===== config.mk =====
export PLATFORM = sky130hd
export DESIGN_NAME = preemptive_priority_scheduler
export DESIGN_NICKNAME = d
export VERILOG_FILES = /design/src/design/pps_pkg.sv /design/src/design/pps_scan.sv /design/src/design/pps_outreg.sv /design/src/design/preemptive_priority_scheduler.sv
export SDC_FILE = /design/constraint.sdc
export NUM_CORES = 1
export LEC_CHECK = 0
export BUFFER_PORTS_ARGS = -buffer_cell sky130_fd_sc_hd__buf_2
export CAP_MARGIN = 0
export CORE_MARGIN = 2
export CORE_UTILIZATION = 40
export CTS_CLUSTER_SIZE = 28
export DETAILED_ROUTE_END_ITERATION = 12
export SYNTH_ARGS = -nofsm -noshare
export SYNTH_HDL_FRONTEND = slang
export SYNTH_SLANG_ARGS = --single-unit

===== constraint.sdc =====
create_clock -name clk -period 5.86 [get_ports clk]
set_input_delay 0.586 -clock clk [delete_from_list [all_inputs] [get_ports clk]]
set_output_delay 0.586 -clock clk [all_outputs]
set_load 0.01 [all_outputs]

===== src/design/pps_pkg.sv =====
// Package for the preemptive priority scheduler.
// Holds the widths, table size, record codes and shared structs.
// No dependencies.
`timescale 1ns / 1ps

package pps_pkg;

  localparam int MAX_PROCS = 16;
  localparam int IDX_W = (MAX_PROCS > 1) ? $clog2(MAX_PROCS) : 1;
  localparam int CNT_W = $clog2(MAX_PROCS + 1);

  localparam int ARR_W  = 16;
  localparam int BST_W  = 12;
  localparam int PRI_W  = 8;
  localparam int TIME_W = 17;
  localparam int TASK_W = 5;

  localparam logic REC_SWITCH = 1'b0;
  localparam logic REC_DONE   = 1'b1;

  typedef struct packed {
    logic [ARR_W-1:0] arrival;
    logic [BST_W-1:0] burst;
    logic [BST_W-1:0] remain;
    logic [PRI_W-1:0] prio;
  } entry_t;

  typedef struct packed {
    logic              found;
    logic [IDX_W-1:0]  pick_idx;
    logic [ARR_W-1:0]  pick_arr;
    logic [BST_W-1:0]  pick_bst;
    logic [BST_W-1:0]  pick_rem;
    logic [PRI_W-1:0]  pick_pri;
    logic              next_found;
    logic [ARR_W-1:0]  next_arr;
  } scan_res_t;

  typedef struct packed {
    logic              kind;
    logic [TASK_W-1:0] task_num;
    logic [TIME_W-1:0] ct;
    logic [TIME_W-1:0] tat;
    logic [TIME_W-1:0] wt;
    logic              fin;
  } rec_t;

endpackage


===== src/design/pps_scan.sv =====
// Shared scheduler compare unit: takes one table entry per cycle while en is
// high and keeps the most urgent ready task and the earliest future arrival.
// Depends on pps_pkg.
`timescale 1ns / 1ps

module pps_scan (
  input  logic                    clk,
  input  logic                    clear,
  input  logic                    en,
  input  logic [pps_pkg::IDX_W-1:0]  idx,
  input  pps_pkg::entry_t         ent,
  input  logic [pps_pkg::TIME_W-1:0] cur_time,
  output pps_pkg::scan_res_t      res
);

  logic                        found_r;
  logic [pps_pkg::IDX_W-1:0]   pick_idx_r;
  logic [pps_pkg::ARR_W-1:0]   pick_arr_r;
  logic [pps_pkg::BST_W-1:0]   pick_bst_r;
  logic [pps_pkg::BST_W-1:0]   pick_rem_r;
  logic [pps_pkg::PRI_W-1:0]   pick_pri_r;
  logic                        next_found_r;
  logic [pps_pkg::ARR_W-1:0]   next_arr_r;

  logic live;
  logic arrived;
  logic take_pick;
  logic take_next;

  assign live      = (ent.remain != '0);
  assign arrived   = ({1'b0, ent.arrival} <= cur_time);
  assign take_pick = live && arrived && (!found_r || (ent.prio < pick_pri_r));
  assign take_next = live && !arrived && (!next_found_r || (ent.arrival < next_arr_r));

  always_ff @(posedge clk) begin
    if (clear) begin
      found_r      <= 1'b0;
      next_found_r <= 1'b0;
    end else if (en) begin
      if (take_pick) begin
        found_r    <= 1'b1;
        pick_idx_r <= idx;
        pick_arr_r <= ent.arrival;
        pick_bst_r <= ent.burst;
        pick_rem_r <= ent.remain;
        pick_pri_r <= ent.prio;
      end
      if (take_next) begin
        next_found_r <= 1'b1;
        next_arr_r   <= ent.arrival;
      end
    end
  end

  always_comb begin
    res.found      = found_r;
    res.pick_idx   = pick_idx_r;
    res.pick_arr   = pick_arr_r;
    res.pick_bst   = pick_bst_r;
    res.pick_rem   = pick_rem_r;
    res.pick_pri   = pick_pri_r;
    res.next_found = next_found_r;
    res.next_arr   = next_arr_r;
  end

endmodule


===== src/design/pps_outreg.sv =====
// Output register of the scheduler: holds one record for the receiver.
// Depends on pps_pkg.
`timescale 1ns / 1ps

module pps_outreg (
  input  logic          clk,
  input  logic          rst_n,
  input  logic          push,
  input  pps_pkg::rec_t rec_in,
  input  logic          out_stall,
  output logic          free,
  output logic          out_valid,
  output pps_pkg::rec_t rec_out
);

  logic          out_valid_r;
  pps_pkg::rec_t rec_r;

  assign free      = !out_valid_r || !out_stall;
  assign out_valid = out_valid_r;
  assign rec_out   = rec_r;

  always_ff @(posedge clk) begin
    if (!rst_n) begin
      out_valid_r <= 1'b0;
    end else if (push) begin
      out_valid_r <= 1'b1;
    end else if (!out_stall) begin
      out_valid_r <= 1'b0;
    end
  end

  always_ff @(posedge clk) begin
    if (push) begin
      rec_r <= rec_in;
    end
  end

endmodule


===== src/design/preemptive_priority_scheduler.sv =====
// Preemptive priority scheduler, top level.
// Task descriptors are transferred on the in_ channel, one per cycle while
// in_stall is low, into a table of up to 16 entries; a descriptor that
// arrives with the table full is dropped. The descriptor with in_last_task
// set starts the schedule run, and in_stall stays high until the run has
// placed its last record in the output register. The run works in passes:
// each pass reads the table one entry per cycle in S_ISSUE through a single
// compare unit and reaches its decision in S_DECIDE after S_DRAIN. A pass
// either jumps time to the next arrival or runs the chosen task up to its
// completion or the next arrival in one step, which adds a table update in
// S_UPDATE, a switch record in S_SWITCH when the chosen task differs from
// the previous one, and S_TAT and S_COMP to form and emit a completion record.
// At most 3N passes make up a run, a number independent of the burst lengths.
// Records leave through a one-entry output register; while out_stall is high
// the record holds and the sequencer waits before pushing another record.
// The completion record with out_final_record set ends the run and the block
// takes descriptors again. Reset empties the table and clears the run state;
// the table contents themselves are not cleared.
// Depends on pps_pkg, pps_scan and pps_outreg.
`timescale 1ns / 1ps

module preemptive_priority_scheduler (
  input  logic                         clk,
  input  logic                         rst_n,
  input  logic                         in_valid,
  output logic                         in_stall,
  input  logic [pps_pkg::ARR_W-1:0]    in_arrival_time,
  input  logic [pps_pkg::BST_W-1:0]    in_burst_time,
  input  logic [pps_pkg::PRI_W-1:0]    in_task_priority,
  input  logic                         in_last_task,
  output logic                         out_valid,
  input  logic                         out_stall,
  output logic                         out_record_kind,
  output logic [pps_pkg::TASK_W-1:0]   out_task_number,
  output logic [pps_pkg::TIME_W-1:0]   out_completion_time,
  output logic [pps_pkg::TIME_W-1:0]   out_turnaround_time,
  output logic [pps_pkg::TIME_W-1:0]   out_waiting_time,
  output logic                         out_final_record
);

  localparam logic [2:0] S_LOAD   = 3'd0;
  localparam logic [2:0] S_ISSUE  = 3'd1;
  localparam logic [2:0] S_DRAIN  = 3'd2;
  localparam logic [2:0] S_DECIDE = 3'd3;
  localparam logic [2:0] S_SWITCH = 3'd4;
  localparam logic [2:0] S_UPDATE = 3'd5;
  localparam logic [2:0] S_TAT    = 3'd6;
  localparam logic [2:0] S_COMP   = 3'd7;

  pps_pkg::entry_t mem [pps_pkg::MAX_PROCS];
  pps_pkg::entry_t rd_data_r;
  logic            rd_valid_r;
  logic [pps_pkg::IDX_W-1:0] rd_idx_r;

  logic [2:0]                  state_r, state_nxt;
  logic [pps_pkg::CNT_W-1:0]   load_cnt_r, load_cnt_nxt;
  logic [pps_pkg::CNT_W-1:0]   done_cnt_r, done_cnt_nxt;
  logic [pps_pkg::CNT_W-1:0]   scan_idx_r, scan_idx_nxt;
  logic [pps_pkg::TIME_W-1:0]  time_r, time_nxt;
  logic [pps_pkg::TASK_W-1:0]  prev_r, prev_nxt;
  logic [pps_pkg::BST_W-1:0]   run_r, run_nxt;
  logic [pps_pkg::TIME_W-1:0]  tat_r, tat_nxt;

  logic                        mem_we;
  logic [pps_pkg::IDX_W-1:0]   mem_wa;
  pps_pkg::entry_t             mem_wd;

  pps_pkg::scan_res_t          sres;
  logic                        scan_clr;
  logic                        in_xfer;
  logic                        full;
  logic [pps_pkg::BST_W-1:0]   burst_fix;
  logic [pps_pkg::TASK_W-1:0]  pick_task;
  logic [pps_pkg::TIME_W-1:0]  delta;
  logic [pps_pkg::BST_W-1:0]   rem_left;

  logic                        out_free;
  logic                        push;
  pps_pkg::rec_t               push_rec;
  pps_pkg::rec_t               out_rec;

  assign in_stall  = (state_r != S_LOAD);
  assign in_xfer   = in_valid && !in_stall;
  assign full      = (load_cnt_r == pps_pkg::CNT_W'(pps_pkg::MAX_PROCS));
  assign burst_fix = (in_burst_time == '0) ? pps_pkg::BST_W'(1) : in_burst_time;
  assign pick_task = pps_pkg::TASK_W'(sres.pick_idx) + pps_pkg::TASK_W'(1);
  assign delta     = {1'b0, sres.next_arr} - time_r;
  assign rem_left  = sres.pick_rem - run_r;
  assign scan_clr  = (state_r == S_ISSUE) && (scan_idx_r == '0);

  always_ff @(posedge clk) begin
    if (mem_we) begin
      mem[mem_wa] <= mem_wd;
    end
    rd_data_r <= mem[scan_idx_r[pps_pkg::IDX_W-1:0]];
    rd_idx_r  <= scan_idx_r[pps_pkg::IDX_W-1:0];
  end

  pps_scan u_scan (
    .clk      (clk),
    .clear    (scan_clr),
    .en       (rd_valid_r),
    .idx      (rd_idx_r),
    .ent      (rd_data_r),
    .cur_time (time_r),
    .res      (sres)
  );

  always_comb begin
    state_nxt    = state_r;
    load_cnt_nxt = load_cnt_r;
    done_cnt_nxt = done_cnt_r;
    scan_idx_nxt = scan_idx_r;
    time_nxt     = time_r;
    prev_nxt     = prev_r;
    run_nxt      = run_r;
    tat_nxt      = tat_r;
    mem_we       = 1'b0;
    mem_wa       = load_cnt_r[pps_pkg::IDX_W-1:0];
    mem_wd.arrival = in_arrival_time;
    mem_wd.burst   = burst_fix;
    mem_wd.remain  = burst_fix;
    mem_wd.prio    = in_task_priority;
    push          = 1'b0;
    push_rec.kind     = pps_pkg::REC_SWITCH;
    push_rec.task_num = pick_task;
    push_rec.ct       = '0;
    push_rec.tat      = '0;
    push_rec.wt       = '0;
    push_rec.fin      = 1'b0;

    case (state_r)
      S_LOAD: begin
        if (in_xfer) begin
          if (!full) begin
            mem_we       = 1'b1;
            load_cnt_nxt = load_cnt_r + pps_pkg::CNT_W'(1);
          end
          if (in_last_task) begin
            time_nxt     = '0;
            prev_nxt     = '0;
            done_cnt_nxt = '0;
            scan_idx_nxt = '0;
            state_nxt    = S_ISSUE;
          end
        end
      end
      S_ISSUE: begin
        if (scan_idx_r == load_cnt_r - pps_pkg::CNT_W'(1)) begin
          state_nxt = S_DRAIN;
        end else begin
          scan_idx_nxt = scan_idx_r + pps_pkg::CNT_W'(1);
        end
      end
      S_DRAIN: begin
        scan_idx_nxt = '0;
        state_nxt    = S_DECIDE;
      end
      S_DECIDE: begin
        if (!sres.found) begin
          time_nxt  = {1'b0, sres.next_arr};
          state_nxt = S_ISSUE;
        end else begin
          if (sres.next_found && (delta < {5'b0, sres.pick_rem})) begin
            run_nxt = delta[pps_pkg::BST_W-1:0];
          end else begin
            run_nxt = sres.pick_rem;
          end
          if (pick_task != prev_r) begin
            state_nxt = S_SWITCH;
          end else begin
            state_nxt = S_UPDATE;
          end
        end
      end
      S_SWITCH: begin
        if (out_free) begin
          push      = 1'b1;
          prev_nxt  = pick_task;
          state_nxt = S_UPDATE;
        end
      end
      S_UPDATE: begin
        time_nxt       = time_r + {5'b0, run_r};
        mem_we         = 1'b1;
        mem_wa         = sres.pick_idx;
        mem_wd.arrival = sres.pick_arr;
        mem_wd.burst   = sres.pick_bst;
        mem_wd.remain  = rem_left;
        mem_wd.prio    = sres.pick_pri;
        if (rem_left == '0) begin
          done_cnt_nxt = done_cnt_r + pps_pkg::CNT_W'(1);
          state_nxt    = S_TAT;
        end else begin
          state_nxt = S_ISSUE;
        end
      end
      S_TAT: begin
        tat_nxt   = time_r - {1'b0, sres.pick_arr};
        state_nxt = S_COMP;
      end
      S_COMP: begin
        push_rec.kind = pps_pkg::REC_DONE;
        push_rec.ct   = time_r;
        push_rec.tat  = tat_r;
        push_rec.wt   = tat_r - {5'b0, sres.pick_bst};
        push_rec.fin  = (done_cnt_r == load_cnt_r);
        if (out_free) begin
          push = 1'b1;
          if (done_cnt_r == load_cnt_r) begin
            load_cnt_nxt = '0;
            done_cnt_nxt = '0;
            time_nxt     = '0;
            prev_nxt     = '0;
            state_nxt    = S_LOAD;
          end else begin
            state_nxt = S_ISSUE;
          end
        end
      end
      default: begin
        state_nxt = S_LOAD;
      end
    endcase
  end

  always_ff @(posedge clk) begin
    if (!rst_n) begin
      state_r    <= S_LOAD;
      load_cnt_r <= '0;
      done_cnt_r <= '0;
      scan_idx_r <= '0;
      time_r     <= '0;
      prev_r     <= '0;
      rd_valid_r <= 1'b0;
    end else begin
      state_r    <= state_nxt;
      load_cnt_r <= load_cnt_nxt;
      done_cnt_r <= done_cnt_nxt;
      scan_idx_r <= scan_idx_nxt;
      time_r     <= time_nxt;
      prev_r     <= prev_nxt;
      rd_valid_r <= (state_r == S_ISSUE);
    end
  end

  always_ff @(posedge clk) begin
    run_r <= run_nxt;
    tat_r <= tat_nxt;
  end

  pps_outreg u_out (
    .clk       (clk),
    .rst_n     (rst_n),
    .push      (push),
    .rec_in    (push_rec),
    .out_stall (out_stall),
    .free      (out_free),
    .out_valid (out_valid),
    .rec_out   (out_rec)
  );

  assign out_record_kind     = out_rec.kind;
  assign out_task_number     = out_rec.task_num;
  assign out_completion_time = out_rec.ct;
  assign out_turnaround_time = out_rec.tat;
  assign out_waiting_time    = out_rec.wt;
  assign out_final_record    = out_rec.fin;

endmodule

* After elaboration in Yosys (flattened, before gate mapping)
Memory sizes are Yosys's and may differ from the RTL's. A register that Yosys moved wholly into a read port is not among the register bits.
Index checks and enable logic that the tools add are counted.
** Storage, ports and cells
- Word-level logic and storage cells :: 145
- Output and inout port bits :: 60
- Memory bits (writable) :: 768
- Register bits after elaboration :: 203
- Memories :: 1
- Bits of input ports :: 41
** Cells by class
- Eq/ne operators :: 22
- Reduce and logical (&&, ||, !) cells :: 39
- $add $sub $neg :: 10
- Bitwise gates (word level) :: 1
- Muxes and demuxes :: 43
- Magnitude comparators :: 4
** Memory list
- mem :: words 16, width 48, read ports 1, clocked after memory_dff 1, wr ports 1, line preemptive_priority_scheduler.sv:50 : pps_pkg::entry_t mem [pps_pkg::MAX_PROCS];
** Operator list (count)
- two-way mux 17 bit :: 5
- case mux 17 bit (4 select lines) :: 1
- two-way mux 48 bit :: 1
- two-way mux 5 bit :: 9
- case mux 5 bit (3 select lines) :: 3
- zero test 12 bit :: 2
- two-way mux 12 bit :: 2
- case mux 3 bit (8 select lines) :: 1
- two-way mux 3 bit :: 7
- != test 2 bit, second input constant :: 10
- AND reduction 6 bit :: 3
- adder 17 x 12 -> 17 bit :: 1
- less-or-equal comparator 16 x 17 -> 1 bit :: 1
- less-than comparator 17 x 12 -> 1 bit :: 1
- subtractor 16 x 17 -> 17 bit :: 1
- subtractor 17 x 12 -> 17 bit :: 1
- subtractor 17 x 16 -> 17 bit :: 1
- less-than comparator 16 bit :: 1
- adder 5 x 1 -> 5 bit, second input constant :: 3
- == test 3 bit, second input constant :: 4
- nonzero test 12 bit :: 1
- nonzero test 3 bit :: 4
- subtractor 12 bit :: 1
- two-way mux 1 bit :: 11
- other kinds (25) :: 44

* Depth between registers and ports, before layout
Gate-level depths: netlist (run 1).
- Depth in word-level cells :: 7
- Gate-level depth with buffers :: 19
- Gate-level depth less buffers :: 18

* Cells and area by module
Synthesis (run 1) repeated with hierarchy kept, for this count alone.
** Unflattened totals
- Cells, all modules :: 2466
- Area total of the unflattened synthesis :: 42523.3 sq um
** Modules (own cells, without submodules)
- preemptive_priority_scheduler :: instances 1, seq. area each 25794.7 sq um, area each 37589.8 sq um, cells an instance 2183
- pps_scan :: instances 1, seq. area each 2082.0 sq um, area each 3156.8 sq um, cells an instance 221
- pps_outreg :: instances 1, seq. area each 1761.7 sq um, area each 1776.7 sq um, cells an instance 62

* Worst setup path after synthesis (run 1)
No wires, ideal clock.
- Path kind :: reg-to-reg
- Start :: reg state_r[2]
- End :: reg u_out.rec_r (netlist bit u_out.rec_out[0]), enable pin
- Arrival :: 3.764 ns
- Data required time :: 5.367 ns
- Cell stages (with the launch flop) :: 5
- Slack :: 1.603 ns
- Period minus slack after synthesis :: 4.257 ns
- Setup time :: 0.493 ns
- Path buffers :: 2
- Cells stage by stage :: dfxtp_1 > clkbuf_1 > clkbuf_1 > nand2_1 > a21oi_1
** On the way
- Longest elaborated chain between the ends :: 3
- Elaborated cells on any way between the ends :: 4
- Classes of those cells :: eq/ne (2); mux (1); reduce/logical (1)
** Ends and longest elaborated chain
- start, declared :: line preemptive_priority_scheduler.sv:55 : logic [2:0] state_r, state_nxt;
- start signal, assigned :: line preemptive_priority_scheduler.sv:237 : state_r <= state_nxt;
- == test 3 bit :: line preemptive_priority_scheduler.sv:132 : case (state_r)
- OR reduction 2 bit (no source line) (*)
- two-way mux 1 bit (*)
- net push :: line preemptive_priority_scheduler.sv:78 : logic push;
- end signal, assigned :: line pps_outreg.sv:35 : rec_r <= rec_in;
- end, declared :: line pps_outreg.sv:17 : pps_pkg::rec_t rec_r;
Mark *: on every way through the listed nets, which the timed path passes. The rest lies on a longest branch.
A chain may end at the register's enable or synchronous reset.

* Worst setup path after layout (run 1)
- Start :: reg time_r[6] (netlist bit)
- End :: reg run_r[2] (netlist bit) (data pin)
** On the way
- Longest elaborated chain between the ends :: 4
** Ends and longest elaborated chain
- start, declared :: line preemptive_priority_scheduler.sv:59 : logic [pps_pkg::TIME_W-1:0] time_r, time_nxt;
- start signal, assigned :: line preemptive_priority_scheduler.sv:241 : time_r <= time_nxt;
- subtractor 16 x 17 -> 17 bit :: line preemptive_priority_scheduler.sv:87 : assign delta = {1'b0, sres.next_arr} - time_r;
- less-than comparator 17 x 12 -> 1 bit :: line preemptive_priority_scheduler.sv:164 : if (sres.next_found && (delta < {5'b0, sres.pick_rem})) begin
- logical AND 1 bit :: line preemptive_priority_scheduler.sv:164
- two-way mux 12 bit :: line preemptive_priority_scheduler.sv:164
- end signal, assigned :: line preemptive_priority_scheduler.sv:248 : run_r <= run_nxt;
- end, declared :: line preemptive_priority_scheduler.sv:61 : logic [pps_pkg::BST_W-1:0] run_r, run_nxt;
Every way passes these cells.

==> run_results.csv, run 1 <==
group,metric,value,unit
logic_synthesis,yosysMostFrequentCell,"edfxtp_1",
floorplan,die_y,330,um
logic_synthesis,ys_warn_count,0,
grt,grt_max_degree,150,
timing,fin_crit,4590,ps
logic_synthesis,async_flop_share,0,
logic_synthesis,syn_nets,2602,
clocking,h-tree-depth,3,
logic_synthesis,synth-adder-area-share,0.0383,
grt,antenna_found_initial,7,
detailed_routing,wl_per_cell,25.1,um
placed_design,pre_cts_ws,1300,ps
floorplan,rows,119,
logic_synthesis,synth_seq_cells,1019,
floorplan,initial_core_util,0.403,
floorplan,ios,101,
detailed_routing,num_vias,23000,
clocking,cts_made_buffers,102,
logic_synthesis,synth.area.mux_share,0.134,
logic_synthesis,synthTopCellsByCount,"923 x edfxtp_1, 240 x mux4_2, 132 x inv_1",
logic_synthesis,syn-cell-area,0.0425,sq mm
clocking,post_cts_buffers,0,
finish,fillers,8892,
job,cap_violations,0,
timing,slew_headroom,0.173,
clocking,hold_buffers,0,
detailed_routing,first_pass_iters,7,
floorplan,fp.dieW,330,um
grt,grt_overflow,0,
grt,grt_pass1_vias,23500,
power_and_ir_drop,p_per_area,331,mW/mm^2
timing,setup_violations,0,
detailed_routing,routed_wirelength,103,mm
clocking,clk_latency,690,ps
floorplan,dieArea,0.109,sq mm
logic_synthesis,yosys.area_share.xor_xnor,0.0142,
timing,fin_crit_sh,0.783,
power_and_ir_drop,finalPower,16.0,mW
logic_synthesis,synth-simple-area-share,0.0471,
worst_setup_path,crit_required,6290,ps
detailed_routing,drcViolationCount,0,
worst_setup_path,crit_fanout,12,
worst_setup_path,cp.arrival,5020,ps
logic_synthesis,yosysTopAreaCell,"edfxtp_1",
clocking,cts_tree,"yes",
logic_synthesis,ys.flop_type,"edfxtp_1",
finish,multi_input_area,0.0121,sq mm
placed_design,port_buffers,100,
worst_setup_path,reg2reg_slack,1270,ps
logic_synthesis,synth_cells,2434,
timing,worstMarginPinSlew,1240,ps
clocking,path_clk_slew,60,ps
grt,grt_pass1_wl,152,mm
timing,tns,0,ps
worst_setup_path,start_kind,"register",
detailed_routing,ant_nets,0,
logic_synthesis,syn_area_per_cell,17.4,sq um
logic_synthesis,synth_compound_area_frac,0.0477,
power_and_ir_drop,vdd_drop_max,239,uV
status,status,"completed",
floorplan,core,0.105,sq mm
timing,setup_slack,1270,ps
logic_synthesis,ys_top_cells_by_area,"edfxtp_1 65%, mux4_2 13%, dfxtp_1 4.5%",
finish,final_net_count,2797,
detailed_routing,drt_iter0_drc,2019,
clocking,clock-sinks,1019,
hold_path,hold_class,"in -> reg",
worst_setup_path,crit_path_end_kind,"register",
logic_synthesis,synth-edff-count,923,
grt,groute.usage.overall,0.189,
placed_design,finalWeightedCongestion,0.867,
clocking,cts_root_buffer,"clkbuf_16",
power_and_ir_drop,leakagePower,16.0,nW
logic_synthesis,yosysSeqAreaShare,0.698,
timing,slew_violations,0,
logic_synthesis,synth_top_family_by_area,"multiplexers",
finish,antenna_cells,0,
placed_design,dp_hpwl,64.0,mm
clocking,cts_resized,0,
clocking,clk_path_buf_depth,3,
finish,drive_above_1_share,0.227,
worst_setup_path,worstSetupPathType,"reg -> reg",
finish,regArea,0.0297,sq mm
timing,finalHoldViolCount,0,
logic_synthesis,yosysUniqueCellTypes,75,
logic_synthesis,synth.top_cell.area_share,0.653,
timing,skew,40.6,ps
timing,fmax,218,MHz
finish,syn2layout_area_growth,14.0,%
detailed_routing,via_per_inst,5.60,
timing,rsz0062_at_grt,"no",
## path summary, 6_finish.rpt
path | from | end | cells past startpoint
worst max-delay path | time_r[6] | run_r[2] | 17
worst min-delay path | out_stall | u_out.rec_out[56] | 2
worst max register to register | time_r[6] | run_r[2] | 17
worst min register to register | rd_idx_r[2] | u_scan.pick_idx_r[2] | 0
## cells by family after synthesis
| family | Yosys count |
|---|---|
| AOI/OAI and AO/OA | 313 |
| xor gates and xnor gates | 69 |
| adders and majority gates | 127 |
| buffers and inverters | 225 |
| DFF | 1019 |
| muxes | 265 |
| and+or+nand+nor | 416 |
## layout make-up
class | count | share of cell area
clock buffers | 139 | 0.0571
repair buffers | 184 | 0.0236
clock inverters | 51 | 0.00946
multi-input cells | 1190 | 0.251
inverters | 132 | 0.0102
well taps | 1391 | 0.0360
flip-flops and latches | 1019 | 0.613
## flip-flops by register name, summed over array words and instances (netlist names), 16 cells and up
| signal | cells |
|---|---|
| rd_data_r | 48 |
| tat_r | 17 |
| u_out.rec_out | 58 |
| u_scan.pick_arr_r | 16 |
| time_r | 17 |
| mem | 768 |
| u_scan.next_arr_r | 16 |
## critical path, cell delays in order (launching register included)
cell	delay, ps
dfxtp_1	400
inv_1	110
ha_1	240
or3_4	400
or3_1	310
o21a_1	210
a21oi_1	280
o21bai_1	90
a21oi_1	180
xnor2_1	170
ha_1	270
o21ai_0	70
a21oi_1	70
o41ai_1	80
o2111ai_1	180
nor4_2	170
nand3b_1	590
mux2_4	510
## placed cells by master, fill, tap and decap left out, types with 21 or more instances in the layout
master     count
xnor2_1       45
clkbuf_1      31
clkbuf_16    103
ha_1         122
and2_1        22
a21oi_1       60
nor2_1       111
dfxtp_1       92
inv_1        132
o21a_1        21
nand2_1      104
buf_4         83
nor3_1        27
mux4_2       240
xor2_1        24
nand3_1       27
edfxtp_1     923
buf_2        100
o21ai_0       89
## metrics by stage
stage                util  cells  hold WS [ps]  cell area, sq um
CTS                 0.460   4106           301             48400
global placement    0.429   3916           387             45200
global route        0.460   4106           323             48400
detailed placement  0.429   3916           389             45200
floorplan               -   2434           329             42500
finish              0.460   4106           323             48400
## report_power, final
| group | total, mW | internal, mW | leakage (nW) | switching [mW] |
|---|---|---|---|---|
| logic | 1.46 | 0.653 | 5.39 | 0.803 |
| clock network | 6.28 | 3.50 | 1.55 | 2.77 |
| registers | 8.29 | 8.14 | 9.03 | 0.150 |
## routing by layer
metal,vias up,GRT usage,part of all wire
li1,10100,-,-
met1,12000,0.260,0.43
met2,758,0.312,0.49
met3,160,0.0302,0.062
met4,6,0.0549,0.025
met5,-,0,0.00033
Note: power is estimated with default switching activity, not from simulation.
==> inputs of run 2 (changes only) <==
--- a/config.mk
+++ b/config.mk
@@ -5,6 +5,7 @@
 export SDC_FILE = /design/constraint.sdc
 export NUM_CORES = 1
 export LEC_CHECK = 0
+export ABC_AREA = 1
 export BUFFER_PORTS_ARGS = -buffer_cell sky130_fd_sc_hd__buf_2
 export CAP_MARGIN = 0
 export CORE_MARGIN = 2
==> constraint.sdc (replaced) <==
create_clock -name clk -period 4.55 [get_ports clk]
set_input_delay 0.455 -clock clk [delete_from_list [all_inputs] [get_ports clk]]
set_output_delay 0.455 -clock clk [all_outputs]
set_load 0.01 [all_outputs]
==> run_results.csv, run 2 <==
group,metric,value,unit
logic_synthesis,yosysTopAreaCell,"edfxtp_1",
grt,groute.usage.overall,0.207,
detailed_routing,wl_per_cell,22.0,um
clocking,h-tree-depth,3,
grt,use_met3,0.0292,
power_and_ir_drop,vdd_drop_max,284,uV
grt,grt_pass1_vias,28000,
floorplan,initial_core_util,0.405,
clocking,cts_resized,0,
clocking,post_cts_buffers,0,
timing,slew_violations,0,
detailed_routing,ant_nets,0,
logic_synthesis,ys_top_cells_by_area,"edfxtp_1 64%, o21ai_0 5.6%, nor2_1 4.6%",
floorplan,die_y,334,um
grt,gr-usage-met2,0.341,
worst_setup_path,cpMaxStageDelayCell,"fa_1",
finish,largest_register_ffs,768,
floorplan,dieArea,0.111,sq mm
logic_synthesis,yosysMostFrequentCell,"edfxtp_1",
timing,fin_crit_sh,0.792,
worst_setup_path,ff2ff_path_depth,24,
timing,fmax,277,MHz
timing,skew,41.7,ps
clocking,cts_made_buffers,102,
logic_synthesis,synth-simple-area-share,0.114,
finish,stdcell_count,5360,
worst_setup_path,crit_chain,"inv_1 -> ha_1 -> inv_1 -> fa_1 -> nand3_1 -> nand3_1 -> nand3_1 -> nand2_1 -> xor2_1 -> ha_1 -> nand2_1 -> inv_1 -> nor2_1 -> o21a_1 -> nand2_1 -> nand2_1 -> nand3_1 -> nand2_1 -> nand3_1 -> nor2_2 -> buf_4 -> nand3_2 -> nand2_1 -> nand2_1",
grt,met1_usage,0.288,
worst_setup_path,crit_path_end_kind,"register",
detailed_routing,via_per_inst,5.52,
job,cap_violations,0,
logic_synthesis,yosysUniqueCellTypes,50,
worst_setup_path,crit_fanout,13,
power_and_ir_drop,finalPower,22.2,mW
logic_synthesis,syn_area_per_cell,11.6,sq um
worst_setup_path,cp_common_cell,"nand2_1",
logic_synthesis,synth.area.mux_share,0,
clocking,cts_tree,"yes",
worst_setup_path,max_stage_delay,430,ps
detailed_routing,num_vias,29600,
clocking,clk_path_buf_depth,3,
timing,setup_violations,0,
logic_synthesis,yosysSeqAreaShare,0.681,
finish,final_common_cell,"edfxtp_1",
logic_synthesis,synth-edff-count,923,
worst_setup_path,crit_required,4970,ps
timing,setup_slack,946,ps
logic_synthesis,ys_warn_count,0,
placed_design,finalWeightedCongestion,0.903,
logic_synthesis,synth-adder-area-share,0.0374,
clocking,path_clk_slew,60,ps
finish,syn2layout_area_growth,13.7,%
timing,finalHoldViolCount,0,
logic_synthesis,synth_cells,3758,
floorplan,ios,101,
finish,regMostFlops,"mem",
status,status,"completed",
hold_path,hold_class,"in -> reg",
logic_synthesis,synth_top_family_by_area,"compound AO/OA/AOI/OAI gates",
logic_synthesis,synth_compound_area_frac,0.118,
logic_synthesis,synthTopCellsByCount,"923 x edfxtp_1, 530 x nor2_1, 491 x o21ai_0",
detailed_routing,drcViolationCount,0,
placed_design,dp.cells,5170,
worst_setup_path,start_kind,"register",
worst_setup_path,cp.arrival,4030,ps
clocking,clock-sinks,1019,
logic_synthesis,synth_seq_cells,1019,
logic_synthesis,ys.flop_type,"edfxtp_1",
detailed_routing,routed_wirelength,118,mm
hold_path,holdPathStages,5,
finish,mostFrequentLayoutCells,"923 x edfxtp_1, 509 x nor2_1, 490 x o21ai_0, 446 x nand2_1, 255 x inv_1",
placed_design,pre_cts_ws,926,ps
timing,fin_crit,3600,ps
logic_synthesis,syn_nets,3926,
worst_setup_path,worstSetupPathType,"reg -> reg",
floorplan,core,0.108,sq mm
floorplan,rows,120,
detailed_routing,drt_iter0_drc,2881,
grt,grt_overflow,0,
timing,slew_headroom,0.262,
timing,tns,0,ps
grt,grt_pass1_wl,176,mm
floorplan,fp.dieW,334,um
power_and_ir_drop,p_per_area,449,mW/mm^2
logic_synthesis,synth.top_cell.area_share,0.637,
logic_synthesis,syn-cell-area,0.0435,sq mm
grt,top_usage_layer,"met2",
finish,final_net_count,4039,
grt,grt_max_degree,201,
placed_design,dp_hpwl,68.0,mm
finish,drive_above_1_share,0.102,
grt,antenna_found_initial,5,
logic_synthesis,async_flop_share,0,
logic_synthesis,yosys.area_share.xor_xnor,0.00886,
timing,rsz0062_at_grt,"no",
power_and_ir_drop,leakagePower,17.6,nW
placed_design,port_buffers,100,
clocking,hold_buffers,0,
clocking,clk_latency,690,ps
detailed_routing,first_pass_iters,5,
timing,worstMarginPinSlew,1110,ps
clocking,cts_root_buffer,"clkbuf_16",
## run 2: cell count changes after synthesis, sizes merged, moves of 21 or more
cell and change:
a21oi +80, and2 -21, clkbuf +73, inv +135, mux4 -240, nand2 +345
nand3 +132, nand4 +24, nor2 +410, o21ai +410, o221ai +77, o22ai +115
xnor2 -34
## run 2: worst paths after layout
check	start	end	slack, ps
max	u_scan.next_arr_r[0]	run_r[1]	950
min	out_stall	state_r[2]	200
max reg2reg	u_scan.next_arr_r[0]	run_r[1]	950
min reg2reg	rd_idx_r[0]	u_scan.pick_idx_r[0]	400
## run 2: kinds of logic (layout without fill, tap and decap cells)
group	Yosys count	in the layout
compound gates	902	902
fa+ha+maj	127	127
xor+xnor	44	44
simple gates	1212	1212
buf+inv	454	650
flops	1019	1019
other cells	0	3
## run 2: where the power goes
part	total, mW	switching (mW)	leakage [nW]	internal (mW)
registers	10.8	0.230	9.01	10.6
clock network	8.30	3.55	1.61	4.75
logic	3.08	2.12	7.00	0.959
## run 2: layout make-up
class | count | area, sq um
clock inverter | 49 | 460
timing repair buffer | 194 | 1510
inverter | 269 | 1020
tap | 1403 | 1760
fill | 9695 | 58000
multi-input combinational | 2285 | 12200
antenna | 3 | 7.51
clock buffer | 138 | 2830
sequential | 1019 | 29600
## run 2: worst max-delay path: cells and delay by family, from the launching register on
family | cells | cell delay [ps]
AOI/OAI and AO/OA | 1 | 120
xor gates and xnor gates | 1 | 210
adders and majority gates | 3 | 860
buffers and inverters | 4 | 390
DFF | 1 | 350
and+or+nand+nor | 15 | 1410
## run 2: through the flow
step	cell area, sq um	hold slack [ps]	util
6_report	49500	202	0.460
5_1_grt	49500	213	0.460
4_1_cts	49500	161	0.460
3_5_place_dp	46200	389	0.430
3_3_place_gp	46200	387	0.430
2_1_floorplan	43500	326	-
## run 2: routing by layer
| layer | wire, um | vias up |
|---|---|---|
| met5 | 37 | - |
| met4 | 2810 | 6 |
| met3 | 7880 | 179 |
| met2 | 55300 | 1068 |
| met1 | 51800 | 14600 |
| li1 | - | 13800 |
